## config.mk

```make
export PLATFORM = sky130hd
export DESIGN_NAME = button_gesture_classifier_unit
export DESIGN_NICKNAME = d
export VERILOG_FILES = /design/src/hw/rtl/bgc_pkg.sv /design/src/hw/rtl/button_gesture_classifier_unit.sv
export SDC_FILE = /design/constraint.sdc
export NUM_CORES = 1
export LEC_CHECK = 0
export BUFFER_PORTS_ARGS = -buffer_cell sky130_fd_sc_hd__clkbuf_2
export CAP_MARGIN = 20
export CORE_MARGIN = 3
export CORE_UTILIZATION = 55
export CTS_CLUSTER_DIAMETER = 150
export DETAILED_ROUTE_END_ITERATION = 10
export GPL_ROUTABILITY_DRIVEN = 0
export PLACE_DENSITY = 0.75
export SLEW_MARGIN = 0
export SYNTH_ARGS = -nofsm -noshare
export SYNTH_HDL_FRONTEND = slang
export SYNTH_SLANG_ARGS = --single-unit
export TNS_END_PERCENT = 50
```

## constraint.sdc

```tcl
create_clock -name clk -period 9.94 [get_ports clk]
set_clock_uncertainty 0.15 [all_clocks]
set_input_delay 1.988 -clock clk [delete_from_list [all_inputs] [get_ports clk]]
set_output_delay 1.988 -clock clk [all_outputs]
set_load 0.02 [all_outputs]
```

## src/hw/rtl/bgc_pkg.sv

```systemverilog
`default_nettype none
// ----------------------------------------------------------------------------
// bgc_pkg
// Shared constants, types and timer helpers of the button gesture classifier.
// ----------------------------------------------------------------------------
package bgc_pkg;

	// Width of the hold and window tick counters.
	localparam int TIMER_BITS = 16;
	// Width of the timeout registers.
	localparam int CFG_W      = 16;
	// Width in which a counter and a timeout are compared.
	localparam int CMP_W      = (TIMER_BITS > CFG_W) ? TIMER_BITS : CFG_W;

	// Configuration register indexes.
	localparam int CFG_IDX_W = 1;
	localparam logic [CFG_IDX_W-1:0] REG_LONG_PRESS_MS   = 1'd0;
	localparam logic [CFG_IDX_W-1:0] REG_CLICK_WINDOW_MS = 1'd1;

	// Reset values of the timeouts, in ticks.
	localparam logic [CFG_W-1:0] DEFAULT_MS_LONG_PRESS    = 16'd1000;
	localparam logic [CFG_W-1:0] DEFAULT_MS_CLICK_PENDING = 16'd250;

	// Byte-wide stream words.
	localparam int DATA_W = 8;

	typedef logic [TIMER_BITS-1:0] tick_cnt_t;

	// One result word, lowest bit first: activity, click, double_click, long_press.
	typedef struct packed {
		logic long_press;
		logic double_click;
		logic click;
		logic activity;
	} gesture_t;

	localparam int GESTURE_W = $bits(gesture_t);

	// Count one tick on a running counter, holding at all ones.
	function automatic tick_cnt_t tick_advance(input tick_cnt_t cnt, input logic running);
		tick_advance = (running && (cnt != {TIMER_BITS{1'b1}})) ? cnt + tick_cnt_t'(1) : cnt;
	endfunction

	// A running counter has expired once it reaches its timeout.
	function automatic logic tick_expired(input tick_cnt_t cnt, input logic running,
			input logic [CFG_W-1:0] timeout);
		logic [CMP_W-1:0] cnt_x;
		logic [CMP_W-1:0] tmo_x;
		cnt_x = CMP_W'(cnt);
		tmo_x = CMP_W'(timeout);
		tick_expired = running && (cnt_x >= tmo_x);
	endfunction

endpackage
`default_nettype wire

```

## src/hw/rtl/button_gesture_classifier_unit.sv

```systemverilog
`default_nettype none
// Each accepted tick word gives its result word on m_tdata through the output
// register. Throughput: one tick word per cycle while s_tready is high; the
// gesture state is updated in the same cycle the word is accepted.
// A skid register behind the output register keeps s_tready high for one
// more word while the output is stalled.
// Reset clears the gesture flags, stops both timers and loads the defaults (1000, 250 ticks).
// ----------------------------------------------------------------------------
// button_gesture_classifier_unit
// Turns a stream of debounced button levels, one word per millisecond tick,
// into click, double-click and long-press events.
// ----------------------------------------------------------------------------
module button_gesture_classifier_unit (
	input  wire logic                            clk,
	input  wire logic                            arst_n,
	// Configuration write port.
	input  wire logic                            cfg_we,
	input  wire logic [bgc_pkg::CFG_IDX_W-1:0]   cfg_index,
	input  wire logic [bgc_pkg::CFG_W-1:0]       cfg_data,
	// Tick stream in.
	input  wire logic                            s_tvalid,
	output logic                                 s_tready,
	input  wire logic [bgc_pkg::DATA_W-1:0]      s_tdata,   // [0] level, [7:1] zero
	// Gesture stream out.
	output logic                                 m_tvalid,
	input  wire logic                            m_tready,
	output logic [bgc_pkg::DATA_W-1:0]           m_tdata    // [0] activity, [1] click,
	                                                        // [2] double_click,
	                                                        // [3] long_press, [7:4] zero
);
	import bgc_pkg::*;

	// Timeout registers.
	logic [CFG_W-1:0] long_press_ms_q;
	logic [CFG_W-1:0] click_window_ms_q;

	// Gesture state.
	logic      held_q, held_long_q, click_waiting_q;
	logic      hold_running_q, window_running_q;
	tick_cnt_t hold_count_q, window_count_q;

	// Next gesture state.
	logic      held_d, held_long_d, click_waiting_d;
	logic      hold_running_d, window_running_d;
	tick_cnt_t hold_count_d, window_count_d;

	// Output register and skid register.
	gesture_t  out_q, skid_q, result;
	logic      out_valid_q, skid_valid_q;

	logic      in_fire, out_fire, level;
	tick_cnt_t hold_adv, window_adv;
	logic      hold_exp, window_exp;

	assign level    = s_tdata[0];
	assign s_tready = !skid_valid_q;
	assign in_fire  = s_tvalid && s_tready;
	assign out_fire = out_valid_q && m_tready;

	assign m_tvalid = out_valid_q;
	assign m_tdata  = {{(DATA_W-GESTURE_W){1'b0}}, out_q};

	// Configuration writes. An index beyond the register list is ignored.
	always_ff @(posedge clk or negedge arst_n) begin
		if (!arst_n) begin
			long_press_ms_q   <= DEFAULT_MS_LONG_PRESS;
			click_window_ms_q <= DEFAULT_MS_CLICK_PENDING;
		end else if (cfg_we) begin
			unique case (cfg_index)
				REG_LONG_PRESS_MS:   long_press_ms_q   <= cfg_data;
				REG_CLICK_WINDOW_MS: click_window_ms_q <= cfg_data;
				default: ;
			endcase
		end
	end

	// Running counters advance first on every tick; the expiry tests see the
	// advanced counts.
	assign hold_adv   = tick_advance(hold_count_q, hold_running_q);
	assign window_adv = tick_advance(window_count_q, window_running_q);
	assign hold_exp   = tick_expired(hold_adv, hold_running_q, long_press_ms_q);
	assign window_exp = tick_expired(window_adv, window_running_q, click_window_ms_q);

	// Gesture decision for the tick on the input.
	always_comb begin
		held_d           = held_q;
		held_long_d      = held_long_q;
		click_waiting_d  = click_waiting_q;
		hold_running_d   = hold_running_q;
		window_running_d = window_running_q;
		hold_count_d     = hold_adv;
		window_count_d   = window_adv;
		result           = '0;

		if (level) begin
			if (held_long_q) begin
				// Still held after a long press: nothing new to report.
			end else if (held_q) begin
				if (hold_exp) begin
					// Long press. A pending click is flushed in the same word.
					if (click_waiting_q) begin
						click_waiting_d  = 1'b0;
						window_running_d = 1'b0;
						window_count_d   = '0;
						result.click     = 1'b1;
					end
					held_d            = 1'b0;
					held_long_d       = 1'b1;
					hold_running_d    = 1'b0;
					hold_count_d      = '0;
					result.long_press = 1'b1;
					result.activity   = 1'b1;
				end
			end else begin
				// A new press starts the hold timer.
				held_d          = 1'b1;
				hold_running_d  = 1'b1;
				hold_count_d    = '0;
				result.activity = 1'b1;
			end
		end else begin
			if (held_long_q) begin
				// The release after a long press only ends it.
				held_long_d     = 1'b0;
				result.activity = 1'b1;
			end else if (held_q) begin
				held_d         = 1'b0;
				hold_running_d = 1'b0;
				hold_count_d   = '0;
				if (!click_waiting_q) begin
					// First release opens the click window.
					click_waiting_d  = 1'b1;
					window_running_d = 1'b1;
					window_count_d   = '0;
				end else if (!window_exp) begin
					// Second release inside the window.
					click_waiting_d     = 1'b0;
					window_running_d    = 1'b0;
					window_count_d      = '0;
					result.double_click = 1'b1;
				end
				result.activity = 1'b1;
			end else if (click_waiting_q && window_exp) begin
				// The window ran out with no second release.
				click_waiting_d  = 1'b0;
				window_running_d = 1'b0;
				window_count_d   = '0;
				result.click     = 1'b1;
				result.activity  = 1'b1;
			end
		end
	end

	// Gesture state is committed only when a tick word is accepted.
	always_ff @(posedge clk or negedge arst_n) begin
		if (!arst_n) begin
			held_q           <= 1'b0;
			held_long_q      <= 1'b0;
			click_waiting_q  <= 1'b0;
			hold_running_q   <= 1'b0;
			window_running_q <= 1'b0;
			hold_count_q     <= '0;
			window_count_q   <= '0;
		end else if (in_fire) begin
			held_q           <= held_d;
			held_long_q      <= held_long_d;
			click_waiting_q  <= click_waiting_d;
			hold_running_q   <= hold_running_d;
			window_running_q <= window_running_d;
			hold_count_q     <= hold_count_d;
			window_count_q   <= window_count_d;
		end
	end

	// Output valid flags. The skid register fills only when the output
	// register holds a word that is not taken in this cycle.
	always_ff @(posedge clk or negedge arst_n) begin
		if (!arst_n) begin
			out_valid_q  <= 1'b0;
			skid_valid_q <= 1'b0;
		end else if (in_fire) begin
			if (!out_valid_q || out_fire) begin
				out_valid_q <= 1'b1;
			end else begin
				skid_valid_q <= 1'b1;
			end
		end else if (out_fire) begin
			out_valid_q  <= skid_valid_q;
			skid_valid_q <= 1'b0;
		end
	end

	// Output payloads, no reset needed.
	always_ff @(posedge clk) begin
		if (in_fire) begin
			if (!out_valid_q || out_fire) begin
				out_q <= result;
			end else begin
				skid_q <= result;
			end
		end else if (out_fire && skid_valid_q) begin
			out_q <= skid_q;
		end
	end

	// The hold timer runs exactly while a short press is in progress.
	a_hold_timer_tracks_press: assert property (@(posedge clk) disable iff (!arst_n)
		hold_running_q == held_q)
		else $error("hold timer run state differs from the pressed flag");

	// A short press and a long press are never in progress together.
	a_press_flags_exclusive: assert property (@(posedge clk) disable iff (!arst_n)
		!(held_q && held_long_q))
		else $error("pressed and long-press flags both set");

	// The window timer runs exactly while a click is pending.
	a_window_tracks_click: assert property (@(posedge clk) disable iff (!arst_n)
		window_running_q == click_waiting_q)
		else $error("window timer run state differs from the pending click flag");

	// Every reported event comes with activity.
	a_event_has_activity: assert property (@(posedge clk) disable iff (!arst_n)
		out_valid_q && (out_q.click || out_q.double_click || out_q.long_press)
			|-> out_q.activity)
		else $error("event reported without activity");

	// The skid register holds a word only behind a full output register.
	a_skid_behind_output: assert property (@(posedge clk) disable iff (!arst_n)
		skid_valid_q |-> out_valid_q)
		else $error("skid register full while output register empty");

endmodule
`default_nettype wire

```

==> flow_summary.json <==
{
  "status": "completed",
  "initial_utilization": 0.567,
  "core_area_um2": 8760,
  "cp.depth": 14,
  "first_pass_iters": 5,
  "h-tree-depth": 3,
  "p_per_area_nw_per_um2": 211,
  "drv_slew": 0,
  "routed_via_density": 5.87,
  "cts_buffers": 9,
  "critPathLaunchType": "register",
  "setup_viol": 0,
  "routedWlPerCell_um": 16.3,
  "yosysSeqAreaShare": 0.409,
  "p_leak_nw": 2.41,
  "grt_usage": 0.226,
  "crit_path_max_fanout": 9,
  "cp-end-kind": "register",
  "cts-root-buf": "clkbuf_8",
  "num_rows": 34,
  "layout-drive-gt1-share": 0.184,
  "routed_wl_um": 10800,
  "r2r_end": "hold_count_q[3]$_DFFE_PN0P_",
  "cpPeakStageDelay_ns": 0.65,
  "cts_resized": 0,
  "rrSetupSlack_ns": 5.05,
  "fill_cells": 743,
  "ir_drop_mv": 0.119,
  "synth_cells": 527,
  "die_h_um": 101,
  "vias": 3882,
  "synth_area_um2": 4970,
  "die_x_um": 101,
  "met1_length_um": 4760,
  "grt_max_degree": 72,
  "drv_cap": 0,
  "io_buffers": 28,
  "synth_area_per_cell_um2": 9.43,
  "critical-path-top-delay-family": "simple AND/OR/NAND/NOR gates",
  "synth_area_leader_cell": "dfrtp_1",
  "fin_crit_ns": 4.89,
  "rsz0062_at_grt": "false",
  "cp_data_required_time_ns": 10.07,
  "path_cells": "ha_1 > nand3_1 > nor4_1 > nor2b_1 > nor3b_1 > nand3_1 > xnor2_1 > ha_1 > and4_1 > a222oi_1 > a21boi_2 > o21ai_0 > nand2_1 > o22ai_1",
  "ys_warn_count": 0,
  "critPathLaunch": "hold_count_q[0]$_DFFE_PN0P_",
  "async_reset_ff_frac": 0.899,
  "totalPowerFinal_mw": 1.13,
  "crit_slowest_cell": "o21ai_0",
  "synth_edf_count": 8,
  "path_buf_inv": 0,
  "n_antenna_cell": 0,
  "path_class": "register to register",
  "ant_nets": 0,
  "reg2reg_depth": 14,
  "grt_pass1_wl_um": 18100,
  "drc": 0,
  "fin_crit_sh": 0.492,
  "tightestPinTransition_ns": 1.01,
  "final_nets": 612,
  "final_common_cell": "nand2_1",
  "slew_headroom": 0.320,
  "max_clock_freq_mhz": 205,
  "met3WireLength_um": 656,
  "ys_types": 63,
  "io_pins": 40,
  "hold_slack_ns": 0.365,
  "reg2reg_from": "hold_count_q[0]$_DFFE_PN0P_",
  "globalRoute.totalOverflow": 0,
  "final_cell_mix": "nand2_1 (78), dfrtp_1 (59), inv_1 (42)",
  "ys.flop_type": "dfrtp_1",
  "setup_tns_ns": 0,
  "clk_pin_slew_ns": 0.09,
  "synthDominantCellAreaShare": 0.297,
  "setup_ws_ns": 5.05,
  "ys_seq_elements": 79,
  "clk_latency_ns": 0.36,
  "cts_setup_buffers": 0,
  "syn_to_final_growth_pct": 7.68,
  "drt_iter0_markers": 194,
  "grt_antenna_before_repair": 0,
  "crit_arrival_ns": 5.02,
  "ctsHoldBuffers": 0,
  "ys_top_cells_by_area": "dfrtp_1 (30%), ha_1 (8.6%), dfstp_2 (6.3%)",
  "cts_tree": "done",
  "clkSinkCount": 79,
  "post-place-ws_ns": 5.09,
  "hold_path_class": "register to register",
  "clock_path_buffers": 2,
  "grt_pass1_vias": 3762,
  "endpoint": "hold_count_q[3]$_DFFE_PN0P_",
  "routed.top_layer": "met4",
  "die-area_um2": 10200,
  "hpwl_um": 7720,
  "hold_viol_final": 0,
  "route.met2.wl_um": 5170
}
flip-flops by register name (all words and copies together) (netlist names):
name	count
click_window_ms_q	16
hold_count_q	16
long_press_ms_q	16
window_count_q	16
m_tdata	4
skid_q	4
click_waiting_q	1
held_long_q	1
held_q	1
hold_running_q	1
m_tvalid	1
skid_valid_q	1
window_running_q	1
routing by layer:
layer | track usage | vias up
met1 | 0.296 | 1835
met4 | 0.0706 | 0
met5 | 0 | -
met2 | 0.375 | 119
met3 | 0.0498 | 22
li1 | - | 1906
synthesized netlist by cell type (all sizes together) (11+ instances only):
library cell	count
nand2	78
dfrtp	59
o21ai	43
inv	42
ha	34
nor2	22
mux2	21
nand3	19
a21oi	17
xnor2	16
clkbuf	14
dfstp	12
xor2	12
nand4	11
worst min path at each step:
| stage | to | slack, ns | cells past startpoint | from |
|---|---|---|---|---|
| 2_1_floorplan | click_window_ms_q[15]$_DFFE_PN0P_ | 0.33 | 1 | click_window_ms_q[15]$_DFFE_PN0P_ |
| 3_3_place_gp | click_window_ms_q[11]$_DFFE_PN0P_ | 0.34 | 1 | click_window_ms_q[11]$_DFFE_PN0P_ |
| 3_5_place_dp | click_window_ms_q[9]$_DFFE_PN0P_ | 0.35 | 1 | click_window_ms_q[9]$_DFFE_PN0P_ |
| 4_1_cts | click_window_ms_q[9]$_DFFE_PN0P_ | 0.37 | 1 | click_window_ms_q[9]$_DFFE_PN0P_ |
| 5_1_grt | click_window_ms_q[9]$_DFFE_PN0P_ | 0.40 | 1 | click_window_ms_q[9]$_DFFE_PN0P_ |
| 6_report | click_window_ms_q[11]$_DFFE_PN0P_ | 0.37 | 1 | click_window_ms_q[11]$_DFFE_PN0P_ |
power by group:
| group | leakage [nW] | switching (mW) | total [mW] | internal [mW] |
|---|---|---|---|---|
| logic | 1.36 | 0.251 | 0.420 | 0.169 |
| clock network | 0.106 | 0.132 | 0.251 | 0.120 |
| registers | 0.941 | 0.0620 | 0.457 | 0.395 |
metrics by stage:
step,cells,utilization,cell area [um^2]
after detailed placement,645,0.587,5140
after floorplan,530,-,4980
after global placement,645,0.587,5140
final,661,0.611,5350
after CTS,661,0.611,5350
after global routing,661,0.611,5350
final cells by class:
type	count	area, um^2	share of cell area
clock buffer	9	124	0.0232
clock inverter	7	81.3	0.0152
inverter	42	158	0.0295
multi-input combinational	385	2660	0.497
sequential	79	2030	0.380
tap	108	135	0.0253
timing repair buffer	31	163	0.0304
cells by family (layout without fill, tap and decap cells):
| family | after synthesis | count (layout) | share of synthesized area |
|---|---|---|---|
| AO/OA/AOI/OAI | 117 | 117 | 0.174 |
| AND/OR/NAND/NOR | 181 | 181 | 0.175 |
| buffers and inverters | 66 | 89 | 0.0589 |
| XOR/XNOR | 28 | 28 | 0.0494 |
| multiplexers | 21 | 21 | 0.0476 |
| adder cells (fa/ha/maj) | 34 | 34 | 0.0856 |
| other | 1 | 4 | 0.000755 |
| flip-flops | 79 | 79 | 0.409 |
Note: power is estimated with default switching activity, not from simulation.
